===== src/design/tsag_pkg.sv =====
// ----------------------------------------------------------------------------
// tsag_pkg
// Shared codes and types for the subtree add / GCD query block.
// ----------------------------------------------------------------------------
`default_nettype none

package tsag_pkg;

   localparam int DATA_W = 32;

   // request codes
   localparam logic [2:0] REQ_LINK  = 3'd0;
   localparam logic [2:0] REQ_SET   = 3'd1;
   localparam logic [2:0] REQ_BUILD = 3'd2;
   localparam logic [2:0] REQ_ADD   = 3'd3;
   localparam logic [2:0] REQ_QUERY = 3'd4;

   // status codes
   localparam logic [2:0] ST_OK        = 3'd0;
   localparam logic [2:0] ST_ROOT      = 3'd1;
   localparam logic [2:0] ST_PARENTED  = 3'd2;
   localparam logic [2:0] ST_SELF      = 3'd3;
   localparam logic [2:0] ST_RANGE     = 3'd4;

   localparam logic [5:0] NODE_COUNT_RESET = 6'd32;

   typedef struct packed {
      logic              start;
      logic [DATA_W-1:0] a;
      logic [DATA_W-1:0] b;
   } gcd_req_type;

   typedef struct packed {
      logic              done;
      logic [DATA_W-1:0] result;
   } gcd_rsp_type;

endpackage

`default_nettype wire


===== src/design/tsag_gcd.sv =====
// ----------------------------------------------------------------------------
// tsag_gcd
// Iterative Euclid GCD with a bit-serial truncating remainder, one quotient
// bit per cycle.
// ----------------------------------------------------------------------------
`default_nettype none

module tsag_gcd (
   input  wire logic                 clock,
   input  wire logic                 reset,
   input  wire tsag_pkg::gcd_req_type gcd_req,
   output tsag_pkg::gcd_rsp_type     gcd_rsp
);
   import tsag_pkg::*;

   localparam logic [1:0] G_IDLE  = 2'd0;
   localparam logic [1:0] G_CHECK = 2'd1;
   localparam logic [1:0] G_DIV   = 2'd2;

   logic [1:0]        state_ff, state_in;
   logic [DATA_W-1:0] a_ff, a_in, b_ff, b_in;
   logic [DATA_W-1:0] rem_ff, rem_in;
   logic [DATA_W-1:0] dvd_ff, dvd_in, dvs_ff, dvs_in;
   logic [4:0]        cnt_ff, cnt_in;
   logic              done_ff, done_in;
   logic [DATA_W:0]   rem_shift, rem_diff;
   logic [DATA_W-1:0] rem_step, rem_signed;

   // magnitude of a two's complement word, most negative stays as is
   function automatic logic [DATA_W-1:0] mag(input logic [DATA_W-1:0] x);
      mag = x[DATA_W-1] ? (~x + 1'b1) : x;
   endfunction

   always_comb begin
      rem_shift = {rem_ff, dvd_ff[DATA_W-1]};
      rem_diff  = rem_shift - {1'b0, dvs_ff};
      // borrow out means the divisor did not fit
      if (rem_diff[DATA_W]) begin
         rem_step = rem_shift[DATA_W-1:0];
      end else begin
         rem_step = rem_diff[DATA_W-1:0];
      end
      // remainder takes the dividend's sign
      rem_signed = a_ff[DATA_W-1] ? (~rem_step + 1'b1) : rem_step;
   end

   always_comb begin
      state_in = state_ff;
      a_in     = a_ff;
      b_in     = b_ff;
      rem_in   = rem_ff;
      dvd_in   = dvd_ff;
      dvs_in   = dvs_ff;
      cnt_in   = cnt_ff;
      done_in  = 1'b0;
      unique case (state_ff)
         G_IDLE: begin
            if (gcd_req.start) begin
               a_in     = gcd_req.a;
               b_in     = gcd_req.b;
               state_in = G_CHECK;
            end
         end
         G_CHECK: begin
            if (b_ff == '0) begin
               done_in  = 1'b1;
               state_in = G_IDLE;
            end else begin
               dvd_in   = mag(a_ff);
               dvs_in   = mag(b_ff);
               rem_in   = '0;
               cnt_in   = '0;
               state_in = G_DIV;
            end
         end
         G_DIV: begin
            rem_in = rem_step;
            dvd_in = {dvd_ff[DATA_W-2:0], 1'b0};
            cnt_in = cnt_ff + 5'd1;
            if (cnt_ff == 5'd31) begin
               a_in     = b_ff;
               b_in     = rem_signed;
               state_in = G_CHECK;
            end
         end
         default: begin
            state_in = G_IDLE;
         end
      endcase
   end

   always_ff @(posedge clock) begin
      if (reset) begin
         state_ff <= G_IDLE;
         done_ff  <= 1'b0;
      end else begin
         state_ff <= state_in;
         done_ff  <= done_in;
      end
   end

   always_ff @(posedge clock) begin
      a_ff   <= a_in;
      b_ff   <= b_in;
      rem_ff <= rem_in;
      dvd_ff <= dvd_in;
      dvs_ff <= dvs_in;
      cnt_ff <= cnt_in;
   end

   assign gcd_rsp.done   = done_ff;
   assign gcd_rsp.result = a_ff;

endmodule

`default_nettype wire


===== src/design/tree_subtree_add_gcd_query.sv =====
// ----------------------------------------------------------------------------
// tree_subtree_add_gcd_query
// Rooted hierarchy with preorder numbering, subtree add and subtree GCD.
// ----------------------------------------------------------------------------
// Usage:
//  - Request beat: req_* fields are taken at a clock edge with start high and
//    busy low. busy stays high until the response beat has been issued.
//  - Response beat: rsp_valid is high for exactly one cycle with rsp_status
//    and rsp_gcd_result. The receiver cannot stall; it must take the beat.
//    The next request may start in the same cycle the response is shown.
//  - Config: csr_wr_en/csr_wr_data write node_count; write only while idle.
//  - Run time per request (n = nodes in use): add and query scan all n
//    nodes; a query also runs one GCD per member after the first, and
//    the GCD unit works out one remainder bit per cycle. Run time is set by
//    the single read port of each state memory and the bit-serial remainder
//    in the GCD unit.
//  - Reset: synchronous; link and number memories read as none/zero through
//    per-entry valid bits cleared at once, so no clearing pass is needed.
// ----------------------------------------------------------------------------
`default_nettype none

module tree_subtree_add_gcd_query #(
   parameter int MAX_NODES = 32
) (
   input  wire logic               clock,
   input  wire logic               reset,
   input  wire logic               start,
   output logic                    busy,
   input  wire logic [2:0]         req_type,
   input  wire logic [4:0]         req_parent_index,
   input  wire logic [4:0]         req_node_index,
   input  wire logic signed [31:0] req_value,
   output logic                    rsp_valid,
   output logic [2:0]              rsp_status,
   output logic signed [31:0]      rsp_gcd_result,
   input  wire logic               csr_wr_en,
   input  wire logic [5:0]         csr_wr_data
);
   import tsag_pkg::*;

   localparam int IW   = $clog2(MAX_NODES);      // node index width
   localparam int NCW  = $clog2(MAX_NODES + 1);
   localparam int CMPW = (NCW > 6) ? NCW : 6;    // node count compare width

   // control states
   localparam logic [3:0] S_IDLE     = 4'd0;
   localparam logic [3:0] S_LINK_RD  = 4'd1;
   localparam logic [3:0] S_LINK_WR  = 4'd2;
   localparam logic [3:0] S_TGT_RD   = 4'd3;
   localparam logic [3:0] S_TGT_WAIT = 4'd4;
   localparam logic [3:0] S_SCAN_RD  = 4'd5;
   localparam logic [3:0] S_SCAN_CHK = 4'd6;
   localparam logic [3:0] S_GCD_WAIT = 4'd7;
   localparam logic [3:0] S_B_RD     = 4'd8;
   localparam logic [3:0] S_B_VISIT  = 4'd9;
   localparam logic [3:0] S_B_POP    = 4'd10;
   localparam logic [3:0] S_B_CLIMB  = 4'd11;

   // ---------------- control registers ----------------
   logic [3:0]        state_ff, state_in;
   logic [2:0]        typ_ff, typ_in;
   logic [IW-1:0]     m_ff, m_in, e_ff, e_in, v_ff, v_in;
   logic [DATA_W-1:0] val_ff, val_in, res_ff, res_in;
   logic [CMPW-1:0]   n_ff, n_in, cnt_ff, cnt_in;
   logic [2:0]        status_ff, status_in;
   logic              rsp_valid_ff, rsp_valid_in;
   logic [IW-1:0]     lo_ff, lo_in, hi_ff, hi_in;
   logic [IW:0]       sp_ff, sp_in, wc_ff, wc_in, guard_ff, guard_in;
   logic [5:0]        node_count_ff, node_count_in;

   // ---------------- memories ----------------
   // link memories: first child, last child, next sibling; a parent link
   // only matters as present or absent, so it lives in its written flags
   logic [IW-1:0]        fc_mem  [MAX_NODES];
   logic [IW-1:0]        lc_mem  [MAX_NODES];
   logic [IW-1:0]        ns_mem  [MAX_NODES];
   logic [DATA_W-1:0]    val_mem [MAX_NODES];
   logic [IW-1:0]        ent_mem [MAX_NODES];
   logic [IW-1:0]        ext_mem [MAX_NODES];
   logic [IW-1:0]        stk_mem [MAX_NODES];

   // per-entry written flags; unwritten links read as none, numbers as zero
   logic [MAX_NODES-1:0] par_vld_ff, fc_vld_ff, lc_vld_ff, ns_vld_ff;
   logic [MAX_NODES-1:0] val_vld_ff, ent_vld_ff, ext_vld_ff;

   logic              par_we, fc_we, lc_we, ns_we, val_we, ent_we, ext_we, stk_we;
   logic [IW-1:0]     par_wa, fc_wa, lc_wa, ns_wa, val_wa, ent_wa, ext_wa, stk_wa;
   logic [IW-1:0]     fc_wd, lc_wd, ns_wd, ent_wd, ext_wd, stk_wd;
   logic [DATA_W-1:0] val_wd;
   logic [IW-1:0]     par_ra, fc_ra, lc_ra, ns_ra, val_ra, ent_ra, ext_ra, stk_ra;

   logic [IW-1:0]     fc_rd_ff, lc_rd_ff, ns_rd_ff, ent_rd_ff, ext_rd_ff;
   logic [IW-1:0]     stk_rd_ff;
   logic [DATA_W-1:0] val_rd_ff;
   logic              par_rv_ff, fc_rv_ff, lc_rv_ff, ns_rv_ff, val_rv_ff, ent_rv_ff;
   logic              ext_rv_ff;

   // ---------------- GCD unit ----------------
   gcd_req_type gcd_req;
   gcd_rsp_type gcd_rsp;

   tsag_gcd u_gcd (
      .clock   (clock),
      .reset   (reset),
      .gcd_req (gcd_req),
      .gcd_rsp (gcd_rsp)
   );

   // ---------------- derived values ----------------
   logic [CMPW-1:0]   nc_ext, nuse;
   logic              oor_m, oor_e, in_rng;
   logic [IW-1:0]     ent_q, ext_q;
   logic [DATA_W-1:0] val_q;
   logic [IW:0]       guard_inc, wc_dec;

   always_comb begin
      nc_ext = CMPW'(node_count_ff);
      if (nc_ext == '0) begin
         nuse = CMPW'(1);
      end else if (nc_ext > CMPW'(MAX_NODES)) begin
         nuse = CMPW'(MAX_NODES);
      end else begin
         nuse = nc_ext;
      end
      oor_m     = CMPW'(req_parent_index) >= nuse;
      oor_e     = CMPW'(req_node_index) >= nuse;
      ent_q     = ent_rv_ff ? ent_rd_ff : '0;
      ext_q     = ext_rv_ff ? ext_rd_ff : '0;
      val_q     = val_rv_ff ? val_rd_ff : '0;
      in_rng    = (ent_q >= lo_ff) && (ent_q <= hi_ff);
      guard_inc = guard_ff + (IW+1)'(1);
      wc_dec    = wc_ff - (IW+1)'(1);
   end

   // ---------------- sequencer ----------------
   always_comb begin
      state_in      = state_ff;
      typ_in        = typ_ff;
      m_in          = m_ff;
      e_in          = e_ff;
      v_in          = v_ff;
      val_in        = val_ff;
      res_in        = res_ff;
      n_in          = n_ff;
      cnt_in        = cnt_ff;
      status_in     = status_ff;
      rsp_valid_in  = 1'b0;
      lo_in         = lo_ff;
      hi_in         = hi_ff;
      sp_in         = sp_ff;
      wc_in         = wc_ff;
      guard_in      = guard_ff;
      node_count_in = csr_wr_en ? csr_wr_data : node_count_ff;

      par_we = 1'b0; par_wa = e_ff;
      fc_we  = 1'b0; fc_wa  = m_ff;  fc_wd  = e_ff;
      lc_we  = 1'b0; lc_wa  = m_ff;  lc_wd  = e_ff;
      ns_we  = 1'b0; ns_wa  = lc_rd_ff; ns_wd = e_ff;
      val_we = 1'b0; val_wa = cnt_ff[IW-1:0]; val_wd = val_q + val_ff;
      ent_we = 1'b0; ent_wa = v_ff;  ent_wd = wc_ff[IW-1:0];
      ext_we = 1'b0; ext_wa = v_ff;  ext_wd = wc_ff[IW-1:0];
      stk_we = 1'b0; stk_wa = sp_ff[IW-1:0]; stk_wd = v_ff;

      par_ra = e_ff;
      lc_ra  = m_ff;
      fc_ra  = v_ff;
      ns_ra  = v_ff;
      val_ra = cnt_ff[IW-1:0];
      ent_ra = cnt_ff[IW-1:0];
      ext_ra = e_ff;
      stk_ra = wc_dec[IW-1:0];

      gcd_req.start = 1'b0;
      gcd_req.a     = res_ff;
      gcd_req.b     = val_q;

      unique case (state_ff)
         S_IDLE: begin
            if (start) begin
               typ_in    = req_type;
               m_in      = IW'(req_parent_index);
               e_in      = IW'(req_node_index);
               val_in    = req_value;
               res_in    = '0;
               status_in = ST_OK;
               n_in      = nuse;
               priority if (req_type == REQ_LINK) begin
                  if (oor_m || oor_e) begin
                     status_in    = ST_RANGE;
                     rsp_valid_in = 1'b1;
                  end else if (req_node_index == 5'd0) begin
                     status_in    = ST_ROOT;
                     rsp_valid_in = 1'b1;
                  end else begin
                     state_in = S_LINK_RD;
                  end
               end else if (req_type == REQ_SET) begin
                  if (oor_e) begin
                     status_in = ST_RANGE;
                  end else begin
                     val_we = 1'b1;
                     val_wa = IW'(req_node_index);
                     val_wd = req_value;
                  end
                  rsp_valid_in = 1'b1;
               end else if (req_type == REQ_BUILD) begin
                  v_in     = '0;
                  sp_in    = '0;
                  wc_in    = '0;
                  guard_in = '0;
                  state_in = S_B_RD;
               end else if (req_type == REQ_ADD || req_type == REQ_QUERY) begin
                  if (oor_e) begin
                     status_in    = ST_RANGE;
                     rsp_valid_in = 1'b1;
                  end else begin
                     state_in = S_TGT_RD;
                  end
               end else begin
                  rsp_valid_in = 1'b1;   // unused code, plain ok
               end
            end
         end

         S_LINK_RD: begin
            state_in = S_LINK_WR;     // parent[e], last_child[m] in flight
         end

         S_LINK_WR: begin
            if (par_rv_ff) begin
               status_in = ST_PARENTED;
            end else if (m_ff == e_ff) begin
               status_in = ST_SELF;
            end else begin
               par_we = 1'b1;
               lc_we  = 1'b1;
               if (lc_rv_ff) begin
                  ns_we = 1'b1;       // append after current last child
               end else begin
                  fc_we = 1'b1;
               end
            end
            rsp_valid_in = 1'b1;
            state_in     = S_IDLE;
         end

         S_TGT_RD: begin
            ent_ra   = e_ff;
            state_in = S_TGT_WAIT;
         end

         S_TGT_WAIT: begin
            lo_in    = ent_q;
            hi_in    = ext_q;
            cnt_in   = '0;
            state_in = S_SCAN_RD;
         end

         S_SCAN_RD: begin
            if (cnt_ff < n_ff) begin
               state_in = S_SCAN_CHK;
            end else begin
               rsp_valid_in = 1'b1;
               state_in     = S_IDLE;
            end
         end

         S_SCAN_CHK: begin
            state_in = S_SCAN_RD;
            cnt_in   = cnt_ff + CMPW'(1);
            if (in_rng) begin
               if (typ_ff == REQ_ADD) begin
                  val_we = 1'b1;
               end else if (res_ff == '0) begin
                  res_in = val_q;     // fold restarts on a zero
               end else begin
                  gcd_req.start = 1'b1;
                  cnt_in        = cnt_ff;
                  state_in      = S_GCD_WAIT;
               end
            end
         end

         S_GCD_WAIT: begin
            if (gcd_rsp.done) begin
               res_in   = gcd_rsp.result;
               cnt_in   = cnt_ff + CMPW'(1);
               state_in = S_SCAN_RD;
            end
         end

         S_B_RD: begin
            state_in = S_B_VISIT;     // first_child[v], next_sibling[v]
         end

         S_B_VISIT: begin
            ent_we   = 1'b1;
            wc_in    = wc_ff + (IW+1)'(1);
            guard_in = guard_inc;
            if (fc_rv_ff && (sp_ff < (IW+1)'(MAX_NODES))) begin
               stk_we = 1'b1;
               sp_in  = sp_ff + (IW+1)'(1);
               v_in   = fc_rd_ff;
               if (guard_inc < (IW+1)'(MAX_NODES)) begin
                  state_in = S_B_RD;
               end else begin
                  rsp_valid_in = 1'b1;
                  state_in     = S_IDLE;
               end
            end else begin
               ext_we = 1'b1;         // leaf: exit equals its own entry
               if (ns_rv_ff) begin
                  v_in = ns_rd_ff;
                  if (guard_inc < (IW+1)'(MAX_NODES)) begin
                     state_in = S_B_RD;
                  end else begin
                     rsp_valid_in = 1'b1;
                     state_in     = S_IDLE;
                  end
               end else if (sp_ff == '0) begin
                  rsp_valid_in = 1'b1;
                  state_in     = S_IDLE;
               end else begin
                  sp_in    = sp_ff - (IW+1)'(1);
                  stk_ra   = sp_in[IW-1:0];
                  state_in = S_B_POP;
               end
            end
         end

         S_B_POP: begin
            v_in     = stk_rd_ff;
            ext_we   = 1'b1;
            ext_wa   = stk_rd_ff;
            ext_wd   = wc_dec[IW-1:0];
            ns_ra    = stk_rd_ff;
            state_in = S_B_CLIMB;
         end

         S_B_CLIMB: begin
            if (ns_rv_ff) begin
               v_in = ns_rd_ff;
               if (guard_ff < (IW+1)'(MAX_NODES)) begin
                  state_in = S_B_RD;
               end else begin
                  rsp_valid_in = 1'b1;
                  state_in     = S_IDLE;
               end
            end else if (sp_ff == '0) begin
               rsp_valid_in = 1'b1;
               state_in     = S_IDLE;
            end else begin
               sp_in    = sp_ff - (IW+1)'(1);
               stk_ra   = sp_in[IW-1:0];
               state_in = S_B_POP;
            end
         end

         default: begin
            state_in = S_IDLE;
         end
      endcase
   end

   // ---------------- control registers ----------------
   always_ff @(posedge clock) begin
      if (reset) begin
         state_ff      <= S_IDLE;
         rsp_valid_ff  <= 1'b0;
         node_count_ff <= NODE_COUNT_RESET;
         sp_ff         <= '0;
         wc_ff         <= '0;
         guard_ff      <= '0;
      end else begin
         state_ff      <= state_in;
         rsp_valid_ff  <= rsp_valid_in;
         node_count_ff <= node_count_in;
         sp_ff         <= sp_in;
         wc_ff         <= wc_in;
         guard_ff      <= guard_in;
      end
   end

   always_ff @(posedge clock) begin
      typ_ff    <= typ_in;
      m_ff      <= m_in;
      e_ff      <= e_in;
      v_ff      <= v_in;
      val_ff    <= val_in;
      res_ff    <= res_in;
      n_ff      <= n_in;
      cnt_ff    <= cnt_in;
      status_ff <= status_in;
      lo_ff     <= lo_in;
      hi_ff     <= hi_in;
   end

   // ---------------- memory arrays, one write and one read port each ----------------
   always_ff @(posedge clock) begin
      if (fc_we)  fc_mem[fc_wa]   <= fc_wd;
      if (lc_we)  lc_mem[lc_wa]   <= lc_wd;
      if (ns_we)  ns_mem[ns_wa]   <= ns_wd;
      if (val_we) val_mem[val_wa] <= val_wd;
      if (ent_we) ent_mem[ent_wa] <= ent_wd;
      if (ext_we) ext_mem[ext_wa] <= ext_wd;
      if (stk_we) stk_mem[stk_wa] <= stk_wd;
      fc_rd_ff  <= fc_mem[fc_ra];
      lc_rd_ff  <= lc_mem[lc_ra];
      ns_rd_ff  <= ns_mem[ns_ra];
      val_rd_ff <= val_mem[val_ra];
      ent_rd_ff <= ent_mem[ent_ra];
      ext_rd_ff <= ext_mem[ext_ra];
      stk_rd_ff <= stk_mem[stk_ra];
   end

   // written flags, cleared together at reset
   always_ff @(posedge clock) begin
      if (reset) begin
         par_vld_ff <= '0;
         fc_vld_ff  <= '0;
         lc_vld_ff  <= '0;
         ns_vld_ff  <= '0;
         val_vld_ff <= '0;
         ent_vld_ff <= '0;
         ext_vld_ff <= '0;
         par_rv_ff  <= 1'b0;
         fc_rv_ff   <= 1'b0;
         lc_rv_ff   <= 1'b0;
         ns_rv_ff   <= 1'b0;
         val_rv_ff  <= 1'b0;
         ent_rv_ff  <= 1'b0;
         ext_rv_ff  <= 1'b0;
      end else begin
         if (par_we) par_vld_ff[par_wa] <= 1'b1;
         if (fc_we)  fc_vld_ff[fc_wa]   <= 1'b1;
         if (lc_we)  lc_vld_ff[lc_wa]   <= 1'b1;
         if (ns_we)  ns_vld_ff[ns_wa]   <= 1'b1;
         if (val_we) val_vld_ff[val_wa] <= 1'b1;
         if (ent_we) ent_vld_ff[ent_wa] <= 1'b1;
         if (ext_we) ext_vld_ff[ext_wa] <= 1'b1;
         par_rv_ff <= par_vld_ff[par_ra];
         fc_rv_ff  <= fc_vld_ff[fc_ra];
         lc_rv_ff  <= lc_vld_ff[lc_ra];
         ns_rv_ff  <= ns_vld_ff[ns_ra];
         val_rv_ff <= val_vld_ff[val_ra];
         ent_rv_ff <= ent_vld_ff[ent_ra];
         ext_rv_ff <= ext_vld_ff[ext_ra];
      end
   end

   // ---------------- outputs ----------------
   assign busy           = (state_ff != S_IDLE);
   assign rsp_valid      = rsp_valid_ff;
   assign rsp_status     = status_ff;
   assign rsp_gcd_result = res_ff;

   // ---------------- assertions ----------------
   a_rsp_after_work: assert property (@(posedge clock) disable iff (reset)
      rsp_valid && $past(!reset) |-> $past(busy) || $past(start))
      else $error("response beat without a request");

   a_err_zero: assert property (@(posedge clock) disable iff (reset)
      rsp_valid && (rsp_status != ST_OK) |-> (rsp_gcd_result == '0))
      else $error("error response carries nonzero result");

   a_stack_bound: assert property (@(posedge clock) disable iff (reset)
      sp_ff <= (IW+1)'(MAX_NODES))
      else $error("walk stack overflow");

   a_gcd_from_scan: assert property (@(posedge clock) disable iff (reset)
      gcd_req.start |-> (state_ff == S_SCAN_CHK) && (typ_ff == REQ_QUERY))
      else $error("GCD started outside query scan");

   a_gcd_done_wait: assert property (@(posedge clock) disable iff (reset)
      gcd_req.start |=> (state_ff == S_GCD_WAIT))
      else $error("sequencer not waiting on GCD");

endmodule

`default_nettype wire

===== config.mk =====
export PLATFORM = sky130hd
export DESIGN_NAME = tree_subtree_add_gcd_query
export DESIGN_NICKNAME = d
export VERILOG_FILES = /design/src/design/tsag_pkg.sv /design/src/design/tsag_gcd.sv /design/src/design/tree_subtree_add_gcd_query.sv
export SDC_FILE = /design/constraint.sdc
export NUM_CORES = 2
export LEC_CHECK = 0
export BUFFER_PORTS_ARGS = -buffer_cell sky130_fd_sc_hd__buf_2
export CORE_ASPECT_RATIO = 0.7
export CORE_MARGIN = 2
export CORE_UTILIZATION = 55
export CTS_BUF_LIST = sky130_fd_sc_hd__clkbuf_8
export CTS_CLUSTER_DIAMETER = 120
export CTS_CLUSTER_SIZE = 8
export DETAILED_ROUTE_END_ITERATION = 7
export HOLD_SLACK_MARGIN = 0.05
export PLACE_DENSITY = 0.71
export SETUP_SLACK_MARGIN = 0.4
export SLEW_MARGIN = 15
export SYNTH_ARGS = -nofsm -noshare
export SYNTH_HDL_FRONTEND = slang
export SYNTH_SLANG_ARGS = --single-unit

===== constraint.sdc =====
create_clock -name clock -period 7 [get_ports clock]
set_input_delay 1.4 -clock clock [delete_from_list [all_inputs] [get_ports clock]]
set_output_delay 1.4 -clock clock [all_outputs]
set_load 0.005 [all_outputs]

==> flow_summary.ini <==
[sta]
relSlewSlack = 0.1864
fin_crit_ps = 5602
slew_violations = 0
rsz0062_at_grt = no
fin_crit_sh = 0.8002
setup_ws_ps = 1398
tns_ps = 0
max_freq_mhz = 178.5
finalSetupViolCount = 0
worst_pin_slew_ps = 1218
finalClockSkew_ps = 90.23
hold_viol_final = 0

[placement]
routabilityCongestion = 0.8920
dpl.hpwl_um = 163500
portBuffers = 91
pre_cts_ws_ps = 719.7
place_area_um2 = 109900
dp_cells = 8906

[die]
core_area_um2 = 190800
die-area_um2 = 195900
dieHeight_um = 370.9
die_x_um = 528.1
rows = 134
start_util = 0.5543
io_pins = 92

[clocking]
cts_root_buffer = clkbuf_8
clk_path_buf_depth = 4
ctsResizeCount = 0
post_cts_buffers = 0
cts_hold_buf = 0
clock_latency_ps = 990
clock-sinks = 2580
htree_num_levels = 5
cts-buffers-inserted = 364
cts_tree = built
clkTransAtPathRegs_ps = 70

[synthesis]
synth_warnings = 0
postSynthCellCount = 6494
synth_area_leaders = edfxtp_1 64%, mux4_2 12%, dfxtp_1 6.1%, nor2_1 2.7%, nand2_1 1.7%
avgSynthCellArea_um2 = 16.29
synth-async-reset-ratio = 0
synth_edf_count = 2256
yosysSeqAreaShare = 0.7018
synth_cell_types = 83
syn-cell-area_um2 = 105800
synthFlopType = edfxtp_1
synthTopCellsByCount = 2256 x edfxtp_1, 758 x nor2_1, 578 x mux4_2
synth_top_area_cell = edfxtp_1
ys_ff_latch = 2580
synthesis.nets = 6653
netlist.area_leader.share = 0.6405
yosysMostFrequentCell = edfxtp_1

[outcome]
status = finished, violations left
violations = design-rule violations

[detailed_routing]
drcViolationCount = 1
finalWirelength_um = 258200
avgRoutedWirePerCell_um = 27.15
vias = 60270
first_pass_iters = 8
drtIter0Drc = 8670
detail-route-antenna-nets = 0
via_per_inst = 6.338

[worst_setup_path]
end_kind = register
critical_path.top_delay_family = compound AO/OA/AOI/OAI gates
max_stage_delay_ps = 570
worst_ep_arrival_time_ps = 6270
path_cells = inv_1, ha_1, inv_1, fa_1, a211oi_1, o21ai_1, a21oi_4, o221ai_2, a32o_1, a21oi_1, mux2i_1, ha_1, and4_1, nor2b_1, a41o_1, o211ai_1, o31ai_1, xnor2_1, o21ai_0
crit_buf_inv = 2
crit_type = register to register
critPathLaunchType = register
crit_slowest_cell = a21oi_1
cp_max_fo = 6
cp.required_ps = 7660

[final_layout]
final_nets = 6916
fillers = 13710
multi_input_area_um2 = 30480
drive_above_1_share = 0.1971
synthToLayoutAreaGrowth_pct = 9.743
instances_no_fill = 9510
finalInstanceArea_um2 = 116100
seq_area_um2 = 74230

[power_and_ir_drop]
combinationalPowerShare = 0.044
swShare = 0.2279
seqPwrFrac = 0.593
power_frac_clock = 0.363
internal_power_mw = 22.18
peakVddDrop_mv = 0.1822
p_sw_mw = 6.546
leakage_nw = 38.00
pwr_density_cell_nw_per_um2 = 247.5

[run]
maxCapViolCount = 0

[grt]
grt_pass1_vias = 58230
antenna_found_initial = 18
grt-ovfl-total = 0
grt.total_usage = 0.2622
grt_pass1_wl_um = 381200
grt_max_degree = 144

[hold_path]
worstHoldPathType = register to register
## power groups by stage
stage / clock network (mW) / logic (mW) / registers, mW
global placement: 0 / 1.21 / 17.4
global route: 11.2 / 1.34 / 17.0
CTS: 10.6 / 1.24 / 17.0
floorplan: 0 / 0.668 / 17.4
finish: 10.4 / 1.26 / 17.0
detailed placement: 0 / 1.24 / 17.4
## cell type report
class,count,area share
well taps,2516,0.02712
inverters,99,0.003212
repair buffers,240,0.01532
clock buffers,367,0.04352
flip-flops and latches,2580,0.6395
multi-input cells,3472,0.2626
clock inverters,232,0.008667
diodes,4,0.00008624
## worst paths after layout
| kind | from | to | slack [ps] | depth (start not counted) |
|---|---|---|---|---|
| worst min-delay path | u_gcd.b_ff[0] | u_gcd.dvs_ff[0] | 450 | 0 |
| worst max-delay path | u_gcd.dvd_ff[31] | u_gcd.b_ff[30] | 1400 | 19 |
| worst min register to register | u_gcd.b_ff[0] | u_gcd.dvs_ff[0] | 450 | 0 |
| worst max register to register | u_gcd.dvd_ff[31] | u_gcd.b_ff[30] | 1400 | 19 |
## worst register-to-register path, stage by stage (launching register included)
cell	delay, ps
edfxtp_1	400
inv_1	70
ha_1	150
inv_1	50
fa_1	450
a211oi_1	380
o21ai_1	240
a21oi_4	270
o221ai_2	190
a32o_1	300
a21oi_1	580
mux2i_1	460
ha_1	280
and4_1	220
nor2b_1	260
a41o_1	260
o211ai_1	210
o31ai_1	330
xnor2_1	160
o21ai_0	100
## metrics by stage
stage               hold slack (ps)  power [mW]  utilization
floorplan                     426.4       18.04            -
global placement              442.7       18.56       0.5761
detailed placement            434.0       18.60       0.5762
CTS                           450.7       28.88       0.6079
global route                  468.6       29.61       0.6083
finish                        450.4       28.73       0.6084
## per-layer routing
layer  vias up  routed length (µm)  GRT usage
met2      3396              110100     0.3651
met1     30720              112100     0.4183
li1      25780                   -          -
met3       374               30540    0.06243
met5         -                   0          0
met4         0                5420    0.06146
## logic make-up after synthesis
| logic type | synth area share |
|---|---|
| and+or+nand+nor | 0.07101 |
| AOI/OAI and AO/OA | 0.04902 |
| xor gates and xnor gates | 0.01433 |
| adders and majority gates | 0.01244 |
| muxes | 0.1355 |
| DFF | 0.7018 |
| buffers and inverters | 0.01583 |
## cells in the final DEF, fill, tap and decap left out, types with 90 or more instances in the layout
cell type / n
nand2_1: 466
nor2_1: 725
a21oi_1: 176
mux4_2: 578
xnor2_1: 105
buf_4: 133
dfxtp_1: 324
ha_1: 102
inv_1: 308
o21ai_0: 167
buf_2: 90
clkbuf_8: 368
edfxtp_1: 2256
## registers in the layout, summed over array words and instances, names as in the netlist, 160 cells and up
| name | count |
|---|---|
| ent_mem | 160 |
| ext_mem | 160 |
| fc_mem | 160 |
| lc_mem | 160 |
| ns_mem | 160 |
| stk_mem | 160 |
| val_mem | 1024 |
Note: power is estimated with default switching activity, not from simulation.
